**src/hw/rtl/cascaded_biquad_cabinet_filter_assert.svh**
```systemverilog
// Assertion macros used by the filter controller.
`ifndef CASCADED_BIQUAD_CABINET_FILTER_ASSERT_SVH
`define CASCADED_BIQUAD_CABINET_FILTER_ASSERT_SVH

// antecedent implies consequent in the same cycle
`define CBCF_ASSERT_NOW(lbl, ante, cons) \
  lbl: assert property (@(posedge clk_i) disable iff (!rst_ni) (ante) |-> (cons)) \
    else $error("cbcf assertion failed");

// antecedent implies consequent in the next cycle
`define CBCF_ASSERT_NEXT(lbl, ante, cons) \
  lbl: assert property (@(posedge clk_i) disable iff (!rst_ni) (ante) |=> (cons)) \
    else $error("cbcf assertion failed");

`endif

```
**src/hw/rtl/cbcf_pkg.sv**
```systemverilog
// Package: types, constants and coefficient table of the biquad cabinet filter.
package cbcf_pkg;

  localparam int SampleBits = 24;
  localparam int SigBits    = 32;
  localparam int CoefBits   = 32;
  localparam int CoefFrac   = CoefBits - 3;
  localparam int TableRows  = 21;
  localparam int SecIdxW    = 5;
  localparam int RowBits    = 4 * SigBits;
  localparam longint DecScale = 64'sd10000000;
  localparam longint LevelDiv = 64'sd65025;
  localparam int QuotBits   = SampleBits;
  localparam int RemBits    = 40;
  // floor(2^47 / 65025) applied to the dividend without its low 8 bits
  localparam int RecipShift = 39;
  localparam longint LevelRecip = (64'sd1 <<< (RecipShift + 8)) / LevelDiv;

  localparam int CoefDec [TableRows][5] = '{
    '{ 2535983,  -4271075,  1798305, -19766557, 9773187},
    '{ 7331818, -13960759,  6803405, -19719342, 9977875},
    '{ 7067842, -13960759,  7037108, -13825947, 7233352},
    '{ 7293724, -13960759,  7013220, -19496058, 9735511},
    '{ 7202073, -13960759,  6776885, -19751961, 9790602},
    '{ 7689645, -13960759,  7318600, -18386308, 9271719},
    '{ 7045200, -13960759,  6953749, -15314613, 6271399},
    '{ 7086703, -13960759,  7057514, -19768190, 9841186},
    '{ 7445077, -13960759,  6898920, -18536366, 9560685},
    '{ 8977439, -13960759,  8315842, -19426912, 9884472},
    '{ 8086392, -13960759,  5874867, -17332788, 8955339},
    '{ 7444537, -13960759,  7275338, -19720077, 9922556},
    '{13960759,  -9765816,  3313676, -13537562, 7517743},
    '{ 7548130, -13960759,  6589689, -11740175, 1948560},
    '{13960759, -13915798, 10774110,  -1126680,  493799},
    '{ 8789463, -13960759,  7158386,  -1209507,   51930},
    '{13960759,  10942089,  2414824, -12878510, 6157815},
    '{13960759,   2645011,   954144,  -1585626,  137162},
    '{ 3621268,   3067125,  2203813, -18363155, 8997723},
    '{ 7376509,   4929292,   495974, -15067574, 8556021},
    '{ 4362469,   -280468,  3223825,   6816116, 1524044}
  };

  function automatic logic [TableRows*5*CoefBits-1:0] build_tab();
    logic [TableRows*5*CoefBits-1:0] v;
    longint d;
    longint m;
    longint q;
    longint c;
    v = '0;
    for (int r = 0; r < TableRows; r++) begin
      for (int k = 0; k < 5; k++) begin
        d = longint'(CoefDec[r][k]);
        m = (d < 0) ? -d : d;
        q = ((m <<< CoefFrac) + DecScale / 2) / DecScale;
        if (k < 3) begin
          c = (d < 0) ? -q : q;
        end else begin
          c = (d < 0) ? q : -q;
        end
        v[(r*5+k)*CoefBits +: CoefBits] = CoefBits'(c);
      end
    end
    return v;
  endfunction

  localparam logic [TableRows*5*CoefBits-1:0] CoefTab = build_tab();
  localparam logic signed [CoefBits-1:0] CoefOne = CoefBits'(64'sd1 <<< CoefFrac);

  function automatic logic signed [CoefBits-1:0] coef_f(input logic [SecIdxW-1:0] sec,
                                                       input logic [2:0] k);
    logic signed [CoefBits-1:0] c;
    if (int'(sec) < TableRows) begin
      c = CoefTab[(int'(sec)*5 + int'(k))*CoefBits +: CoefBits];
    end else begin
      c = (k == 3'd0) ? CoefOne : '0;
    end
    return c;
  endfunction

  typedef enum logic [3:0] {
    ST_IDLE, ST_RD, ST_MUL, ST_ACC, ST_WB, ST_LVL, ST_DST, ST_DIV, ST_OUT
  } cbcf_state_e;

  typedef struct packed {
    logic               load;
    logic               rd;
    logic [SecIdxW-1:0] sec;
    logic               mul;
    logic [2:0]         k;
    logic               acc_clr;
    logic               acc_add;
    logic               wb;
    logic               lvl;
    logic               div_start;
    logic               out_load;
  } cbcf_cmd_t;

  typedef struct packed {
    logic div_busy;
  } cbcf_status_t;

endpackage

```
**src/hw/rtl/cbcf_controller.sv**
```systemverilog
// Controller: sequences sections, MAC steps, level stage and handshakes.
`include "cascaded_biquad_cabinet_filter_assert.svh"
module cbcf_controller #(
  parameter int SECTIONS = 21
) (
  input  logic                   clk_i,
  input  logic                   rst_ni,
  input  logic                   in_valid_i,
  output logic                   in_ready_o,
  output logic                   out_valid_o,
  input  logic                   out_ready_i,
  input  cbcf_pkg::cbcf_status_t status_i,
  output cbcf_pkg::cbcf_cmd_t    cmd_o
);
  cbcf_pkg::cbcf_state_e state_q, state_d;
  logic [cbcf_pkg::SecIdxW-1:0] sec_q, sec_d;
  logic [2:0] k_q, k_d;
  logic out_valid_q, out_valid_d;

  always_ff @(posedge clk_i or negedge rst_ni) begin
    if (!rst_ni) begin
      state_q     <= cbcf_pkg::ST_IDLE;
      sec_q       <= '0;
      k_q         <= '0;
      out_valid_q <= 1'b0;
    end else begin
      state_q     <= state_d;
      sec_q       <= sec_d;
      k_q         <= k_d;
      out_valid_q <= out_valid_d;
    end
  end

  always_comb begin
    state_d = state_q;
    sec_d   = sec_q;
    k_d     = k_q;
    cmd_o   = '0;
    cmd_o.sec = sec_q;
    cmd_o.k   = k_q;
    in_ready_o = 1'b0;
    case (state_q)
      cbcf_pkg::ST_IDLE: begin
        in_ready_o = 1'b1;
        if (in_valid_i) begin
          cmd_o.load = 1'b1;
          sec_d   = '0;
          state_d = cbcf_pkg::ST_RD;
        end
      end
      cbcf_pkg::ST_RD: begin
        cmd_o.rd = 1'b1;
        k_d      = '0;
        state_d  = cbcf_pkg::ST_MUL;
      end
      cbcf_pkg::ST_MUL: begin
        cmd_o.mul     = 1'b1;
        cmd_o.acc_clr = (k_q == 3'd0);
        cmd_o.acc_add = (k_q != 3'd0);
        if (k_q == 3'd4) begin
          state_d = cbcf_pkg::ST_ACC;
        end else begin
          k_d = k_q + 3'd1;
        end
      end
      cbcf_pkg::ST_ACC: begin
        cmd_o.acc_add = 1'b1;
        state_d = cbcf_pkg::ST_WB;
      end
      cbcf_pkg::ST_WB: begin
        cmd_o.wb = 1'b1;
        if (sec_q == cbcf_pkg::SecIdxW'(SECTIONS - 1)) begin
          state_d = cbcf_pkg::ST_LVL;
        end else begin
          sec_d   = sec_q + 1'b1;
          state_d = cbcf_pkg::ST_RD;
        end
      end
      cbcf_pkg::ST_LVL: begin
        cmd_o.lvl = 1'b1;
        state_d = cbcf_pkg::ST_DST;
      end
      cbcf_pkg::ST_DST: begin
        cmd_o.div_start = 1'b1;
        state_d = cbcf_pkg::ST_DIV;
      end
      cbcf_pkg::ST_DIV: begin
        if (!status_i.div_busy) begin
          state_d = cbcf_pkg::ST_OUT;
        end
      end
      cbcf_pkg::ST_OUT: begin
        if (!out_valid_q || out_ready_i) begin
          cmd_o.out_load = 1'b1;
          state_d = cbcf_pkg::ST_IDLE;
        end
      end
      default: begin
        state_d = cbcf_pkg::ST_IDLE;
      end
    endcase
  end

  always_comb begin
    if (cmd_o.out_load) begin
      out_valid_d = 1'b1;
    end else if (out_ready_i) begin
      out_valid_d = 1'b0;
    end else begin
      out_valid_d = out_valid_q;
    end
  end

  assign out_valid_o = out_valid_q;

  `CBCF_ASSERT_NOW(a_out_free, cmd_o.out_load, !out_valid_q || out_ready_i)
  `CBCF_ASSERT_NEXT(a_start, state_q == cbcf_pkg::ST_IDLE && in_valid_i,
                    state_q == cbcf_pkg::ST_RD && sec_q == '0)
  `CBCF_ASSERT_NOW(a_k_range, state_q == cbcf_pkg::ST_MUL, k_q <= 3'd4)
  `CBCF_ASSERT_NOW(a_sec_range, state_q != cbcf_pkg::ST_IDLE,
                   sec_q <= cbcf_pkg::SecIdxW'(SECTIONS - 1))
endmodule

```
**config.mk**
```make
export PLATFORM = sky130hd
export DESIGN_NAME = cbcf_controller
export DESIGN_NICKNAME = d
export VERILOG_FILES = /design/src/hw/rtl/cbcf_pkg.sv /design/src/hw/rtl/cbcf_controller.sv
export VERILOG_INCLUDE_DIRS = /design/src /design/src/hw/rtl
export SDC_FILE = /design/constraint.sdc
export NUM_CORES = 1
export LEC_CHECK = 0
export ABC_CLOCK_PERIOD_IN_PS = 2600
export BUFFER_PORTS_ARGS = -buffer_cell sky130_fd_sc_hd__buf_2
export CAP_MARGIN = 10
export CORE_MARGIN = 3
export CORE_UTILIZATION = 53
export CTS_BUF_LIST = sky130_fd_sc_hd__clkbuf_4 sky130_fd_sc_hd__clkbuf_8
export DETAILED_ROUTE_END_ITERATION = 7
export GPL_ROUTABILITY_DRIVEN = 0
export PLACE_DENSITY = 0.81
export SLEW_MARGIN = 20
export SYNTH_ARGS = -nofsm -noshare
export SYNTH_HDL_FRONTEND = slang
export SYNTH_SLANG_ARGS = --single-unit
```
**constraint.sdc**
```tcl
create_clock -name clk_i -period 2.6 [get_ports clk_i]
set_clock_uncertainty 0.1 [all_clocks]
set_input_delay 0.26 -clock clk_i [delete_from_list [all_inputs] [get_ports clk_i]]
set_output_delay 0.26 -clock clk_i [all_outputs]
set_load 0.05 [all_outputs]
```
==> results of run 1 <==
cell usage in the layout (no fill, tap or decap), drive strengths merged, types with 2 or more instances in the layout:
master	synthesis	routed
nor2	9	9
and4b	2	2
buf	3	23
dfrtp	13	13
a2111oi	2	2
inv	7	7
nor2b	3	3
clkbuf	3	4
a22o	2	2
xnor2	2	2
and2	2	2
ha	4	4
nand2	7	7
nor3	3	3
nand3	2	2
mux2i	2	2
nor4	2	2
nand2b	7	7
o21ai	4	4
cell families (layout without fill, tap and decap cells):
logic type / count (synthesis) / after routing / synth area share (%)
and+or+nand+nor: 42 / 42 / 28.93
adders and majority gates: 4 / 4 / 5.935
xor gates and xnor gates: 2 / 2 / 2.078
DFF: 13 / 13 / 38.58
AOI/OAI and AO/OA: 13 / 13 / 13.50
muxes: 3 / 3 / 3.709
buffers and inverters: 13 / 35 / 7.270
worst paths after layout:
kind / from / end / depth (start not counted)
max in group asynchronous: rst_ni / state_q[2] / 2
hold / removal: out_ready_i / out_valid_o / 3
setup reg to reg: state_q[0] / sec_q[3] / 4
hold reg to reg: out_valid_o / out_valid_o / 2
min in group asynchronous: rst_ni / k_q[0] / 2
setup / recovery: state_q[2] / cmd_o[0] / 3
tightest hold or removal path, cell delays in order:
cell      delay [ns]
buf_2           0.07
nand2b_1        0.12
nand2_1         0.06
per-stage QoR:
stage	total power [uW]	area (um^2)	utilization (%)	hold slack, ns	std cells
floorplan	1056	855.8	-	-0.1356	90
global placement	1174	954.7	68.25	0.06048	122
detailed placement	1196	954.7	68.25	0.06329	122
CTS	1335	994.7	71.11	0.1750	127
global route	1421	994.7	71.11	0.1945	127
finish	1325	994.7	71.11	0.1797	127
sequential cells by signal, indices dropped and copies added, names as in the netlist:
register,flops
state_q,4
out_valid_o,1
sec_q,5
k_q,3
power by group through the flow:
stage	Sequential [uW]	Combinational (uW)	Clock, uW
after detailed placement	399	797	0
final	398	793	134
after CTS	395	800	140
after global routing	414	859	148
after floorplan	473	583	0
after global placement	390	785	0
per-layer routing:
| layer | track usage [%] | vias up |
|---|---|---|
| met5 | 0 | - |
| met3 | 3.557 | 2 |
| li1 | - | 359 |
| met4 | 8.523 | 0 |
| met1 | 23.90 | 323 |
| met2 | 30.22 | 18 |
cell type report:
class,instances,area (um^2)
Multi-Input combinational cell,64,469.2
Clock buffer,4,30.03
Inverter,7,26.28
Sequential cell,13,325.3
Timing Repair Buffer,24,125.1
Tap cell,15,18.77
Fill cell,112,404.1
==> metrics.md, run 1 <==
| Metric | Value |
|---|---|
| Status | complete, no violations |
| Number of DRC markers in iteration 0 | 10 |
| Combinational power share | between 50% and 60% |
| Residual DRC | 0 |
| Min cycle time layout | between 2 and 2.5 ns |
| Final Hold Vio Count | 0 |
| CP Data Required Time | roughly 2.2 ns |
| Unrepaired setup endpoints after global routing | false |
| CP Buf/Inv Count | 1 |
| Met2 wire length | about 770 um |
| CTS Sinks | 13 |
| CP startpoint kind | flop |
| Port-buffer cells | 23 |
| Fmax | approximately 0.45 GHz |
| Die width | about 46 um |
| Asr flop ratio synth | 100.0% |
| Global-route usage over all layers | 18.74% |
| Ys Warns | 0 |
| WL met1 | just over 800 um |
| Worst-Skew Late Latency | about 0.27 ns |
| Tcrit/Tclk final | between 80% and 90% |
| Critical path's top delay family | simple AND/OR/NAND/NOR gates |
| Initial DRT Pass Iterations | 4 |
| Data arrival, critical path | between 1.5 and 2 ns |
| Synth top area cells | dfrtp_1 39%, ha_1 5.9%, nand2b_1 5.2% |
| Vias per Instance | about 5.5 |
| Gates resized, CTS repair | 0 |
| Max Cap Viol | 0 |
| Register area share after synthesis | between 30% and 40% |
| Primary FF master, synth | dfrtp_1 |
| P_sw | about 750 uW |
| Initial core utilization | between 60% and 70% |
| Number of antenna violations at the first check in global routing | 0 |
| Hold buffers post-CTS | 1 |
| Worst slew margin | between 60% and 70% |
| Post-synth top area share | about 39% |
| Reg power frac | between 30% and 40% |
| CTS tree | yes |
| CP cell instances | or4b_1, nor2b_1, buf_2 |
| Die H | 45.89 um |
| CP endpoint kind | output port |
| Setup_tns | 0 ns |
| Wire per inst | 13.18 um |
| Synth cell count leaders | 13 x dfrtp_1, 9 x nor2_1, 7 x inv_1, 7 x nand2_1, 7 x nand2b_1 |
| Number of global-route vias before repair | ~660 |
| Die area | ~0.0021 mm^2 |
| CP Class | reg -> out |
| Critical Path Slowest Stage Cell | or4b_1 |
| Nets | roughly 120 |
| Post-Synthesis Cells | 90 |
| Power Density | between 1000 and 1500 mW/mm^2 |
| Max Transition Viols Final | 0 |
| Leakage | 0.0005218 uW |
| Core box area | 0.001399 mm^2 |
| Num rows | 13 |
| Yosys cell types | 34 |
| Layout cells sized above 1 | 29.46% |
| H-tree Lvls | 1 |
| Antenna-violating nets left | 0 |
| Most numerous cell in the Yosys netlist | dfrtp_1 |
| First-pass GRT wire length | approximately 2800 um |
| Pre-CTS setup slack | between 0.5 and 0.6 ns |
| Register-to-register setup slack | between 0.5 and 0.6 ns |
| Max layer used | met4 |
| Vias | ~700 |
| Pin slew with the least headroom to its limit | around 0.56 ns |
| Clock Path Buffers | 2 |
| Root buffer cell | clkbuf_4 |
| CP max stage delay | 0.61 ns |
| Clock share of power | around a tenth |
| Sw Share | 56.81% |
| FF+latch count, synth | 13 |
| Hold Path Class | in -> reg |
| Final wirelength | ~1700 um |
| N_diodes | 0 |
| I/O pin total | 24 |
| Setup Buffers After CTS | 0 |
| Setup violators final | 0 |
| Cell Area, Synth | 843.3 um^2 |
| Clk slew on worst S/H paths | around 0.08 ns |
| Largest net degree at the start of global routing | 17 |
| Crit-path max FO | 16 |
| Syn_nets | 99 |
| Grt ovf | 0 |
| Int Pwr | about 570 uW |
| CTS buffer count | 3 |
| VDD IR-drop max | ~0.0013 V |
| Number of synthesized flops with an enable pin | 0 |
| Synth area leader | dfrtp_1 |
| Syn_area_per_cell | 9.370 um^2 |
| Hpwl dp | about 1300 um |
| Worst setup margin | roughly 0.39 ns |
| Met3 wire len | approximately 80 um |
| Syn-to-layout area delta | 17.95% |
(Power assumes the default switching activity.)
==> run 2, diff against run 1 <==
CORE_UTILIZATION = 30   (was 53)
PLACE_DENSITY = unset   (was 0.81)
==> metrics.md, run 2 (synthesized netlist as in run 1, its figures left out) <==
| Metric | Value |
|---|---|
| Grt ovf | 0 (unchanged) |
| Int Pwr | 571.8 uW (-0.11%) |
| Critical Path Slowest Stage Cell | or4b_1 |
| Vias | 705 (+0.43%) |
| Power Density | 1307 mW/mm^2 (-1.9%) |
| Largest Register | sec_q |
| Combinational power share | 59.6% (-0.3 points) |
| Die area | 0.003483 mm^2 (+65%) |
| Tcrit/Tclk final | 84.87% (-0.18 points) |
| CP startpoint kind | flop |
| Hpwl dp | 1369 um (+8.2%) |
| Number of global-route vias before repair | 668 (+2.0%) |
| Largest net degree at the start of global routing | 17 (unchanged) |
| RR Startpoint | state_q[0] |
| Worst r2r path cells | 4 (unchanged) |
| Setup violators final | 0 (unchanged) |
| Final core utilization | 39.47% (-32 points) |
| RR Endpoint | sec_q[3] |
| P_sw | 753.1 uW (about the same) |
| Gates resized, CTS repair | 0 (unchanged) |
| Max Transition Viols Final | 0 (unchanged) |
| CP Data Required Time | 2.24 ns (about the same) |
| Clock Path Buffers | 2 (unchanged) |
| CP Class | reg -> out |
| Placed Instance Area | 973.4 um^2 (+2.0%) |
| Hold-critical path depth | 3 (unchanged) |
| CTS tree | yes |
| VDD IR-drop max | 0.0006173 V (-51%) |
| Die H | 59.02 um (+29%) |
| Num rows | 18 (+5) |
| Unrepaired setup endpoints after global routing | false |
| Crit-path max FO | 16 (unchanged) |
| Top flop regs | sec_q x5, state_q x4, k_q x3 |
| Min-Delay Endpoint | out_valid_o |
| Syn-to-layout area delta | 20.18% |
| Leakage | 0.0005218 uW (unchanged) |
| Commonest non-fill, non-tap cell in the layout | buf_2 |
| Worst-Skew Late Latency | 0.28 ns (about the same) |
| Global-route usage over all layers | 11.60% (-7.1 points) |
| CTS buffer count | 3 (unchanged) |
| Hold Path Class | in -> reg |
| Tot Pwr | 1325 uW (about the same) |
| First-pass GRT wire length | 3056 um (+8.8%) |
| Max reg flops | 5 (unchanged) |
| Design area | 0.001013 mm^2 (+1.9%) |
| Final wirelength | 1780 um (+6.3%) |
| Initial DRT Pass Iterations | 4 (unchanged) |
| Clk slew on worst S/H paths | 0.09 ns (about the same) |
| Data arrival, critical path | 1.85 ns (about the same) |
| Fin Hold WS | 0.1487 ns (-0.03101 ns) |
| Clock share of power | 10.5% (+0.4 points) |
| Fmax | 0.4532 GHz (+0.22%) |
| CP cell instances | or4b_1, nor2b_1, buf_2 |
| H-tree Lvls | 1 (unchanged) |
| Nets | 122 (unchanged) |
| Layout cells sized above 1 | 29.46% (unchanged) |
| CTS Sinks | 13 (unchanged) |
| Sw Share | 56.84% (about the same) |
| Antenna-violating nets left | 0 (unchanged) |
| Port-buffer cells | 23 (unchanged) |
| Wire per inst | 12.54 um (-4.9%) |
| Final Hold Vio Count | 0 (unchanged) |
| Core box area | 0.002567 mm^2 (+84%) |
| Die width | 59.02 um (+29%) |
| Max Cap Viol | 0 (unchanged) |
| Commonest cells after routing, fill and taps aside | 23 x buf_2, 13 x dfrtp_1, 9 x nor2_1 |
| CP max stage delay | 0.59 ns (-0.02 ns) |
| Number of antenna violations at the first check in global routing | 0 (unchanged) |
| N_diodes | 0 (unchanged) |
| Reg power frac | 29.9% (about the same) |
| Root buffer cell | clkbuf_4 |
| Pin slew with the least headroom to its limit | 0.5375 ns (-0.02300 ns) |
| Number of DRC markers in iteration 0 | 12 (+2) |
| Min cycle time layout | 2.207 ns (-0.004800 ns) |
| HP Start | out_ready_i |
| Status | complete, no violations |
| I/O pin total | 24 (unchanged) |
| Vias per Instance | 4.965 (-10%) |
| CP endpoint kind | output port |
| Register-to-register setup slack | 0.57 ns (about the same) |
| Initial core utilization | 32.85% (-27 points) |
| Residual DRC | 0 (unchanged) |
| Setup Buffers After CTS | 0 (unchanged) |
| Hold buffers post-CTS | 1 (unchanged) |
| Worst slew margin | 64.17% (+1.5 points) |
[run 2: cell counts in the layout (fill, tap and decap cells not counted)]
Identical to the previous run, type by type.
[run 2: worst max path at each step]
| stage | start | end | slack, ns | cells past startpoint |
|---|---|---|---|---|
| 6_report | state_q[2] | cmd_o[0] | 0.39 | 3 |
| 5_1_grt | state_q[2] | cmd_o[0] | 0.27 | 3 |
| 4_1_cts | state_q[2] | cmd_o[0] | 0.38 | 3 |
| 3_5_place_dp | state_q[0] | sec_q[3] | 0.57 | 4 |
| 3_3_place_gp | state_q[0] | sec_q[3] | 0.62 | 4 |
| 2_1_floorplan | state_q[0] | sec_q[3] | -0.18 | 5 |
[run 2: power by group through the flow]
stage | Combinational, uW | Sequential (uW) | Clock [uW]
after floorplan | 583 | 473 | 0
after global placement | 791 | 394 | 0
after detailed placement | 796 | 401 | 0
after CTS | 799 | 397 | 144
after global routing | 851 | 416 | 153
final | 789 | 396 | 139
[run 2: critical path: cells and delay by family (launching register included)]
family	cells	cell delay, ns
flip-flops	1	0.58
buffers and inverters	1	0.26
AND/OR/NAND/NOR	2	0.72
[run 2: layout make-up]
class	instances	area (um^2)
Fill cell	277	1554
Multi-Input combinational cell	64	469.2
Sequential cell	13	325.3
Timing Repair Buffer	24	125.1
Tap cell	30	37.54
Clock buffer	4	30.03
Inverter	7	26.28
[run 2: routing by layer]
metal / share of wire, % / vias up / track usage [%] / routed length [um]
met5: 0 / - / 0 / 0
met4: 1.3 / 0 / 3.883 / 23
met3: 6.4 / 2 / 4.139 / 114
met2: 43 / 20 / 17.19 / 757
met1: 50 / 328 / 15.65 / 885
li1: - / 355 / - / -
[run 2: through the flow]
stage / setup TNS [ns] / worst slack [ns] / instances
3_3_place_gp: 0 / 0.6177 / 137
6_report: 0 / 0.3933 / 142
3_5_place_dp: 0 / 0.5749 / 137
5_1_grt: 0 / 0.2709 / 142
2_1_floorplan: -0.1819 / -0.1819 / 90
4_1_cts: 0 / 0.3819 / 142
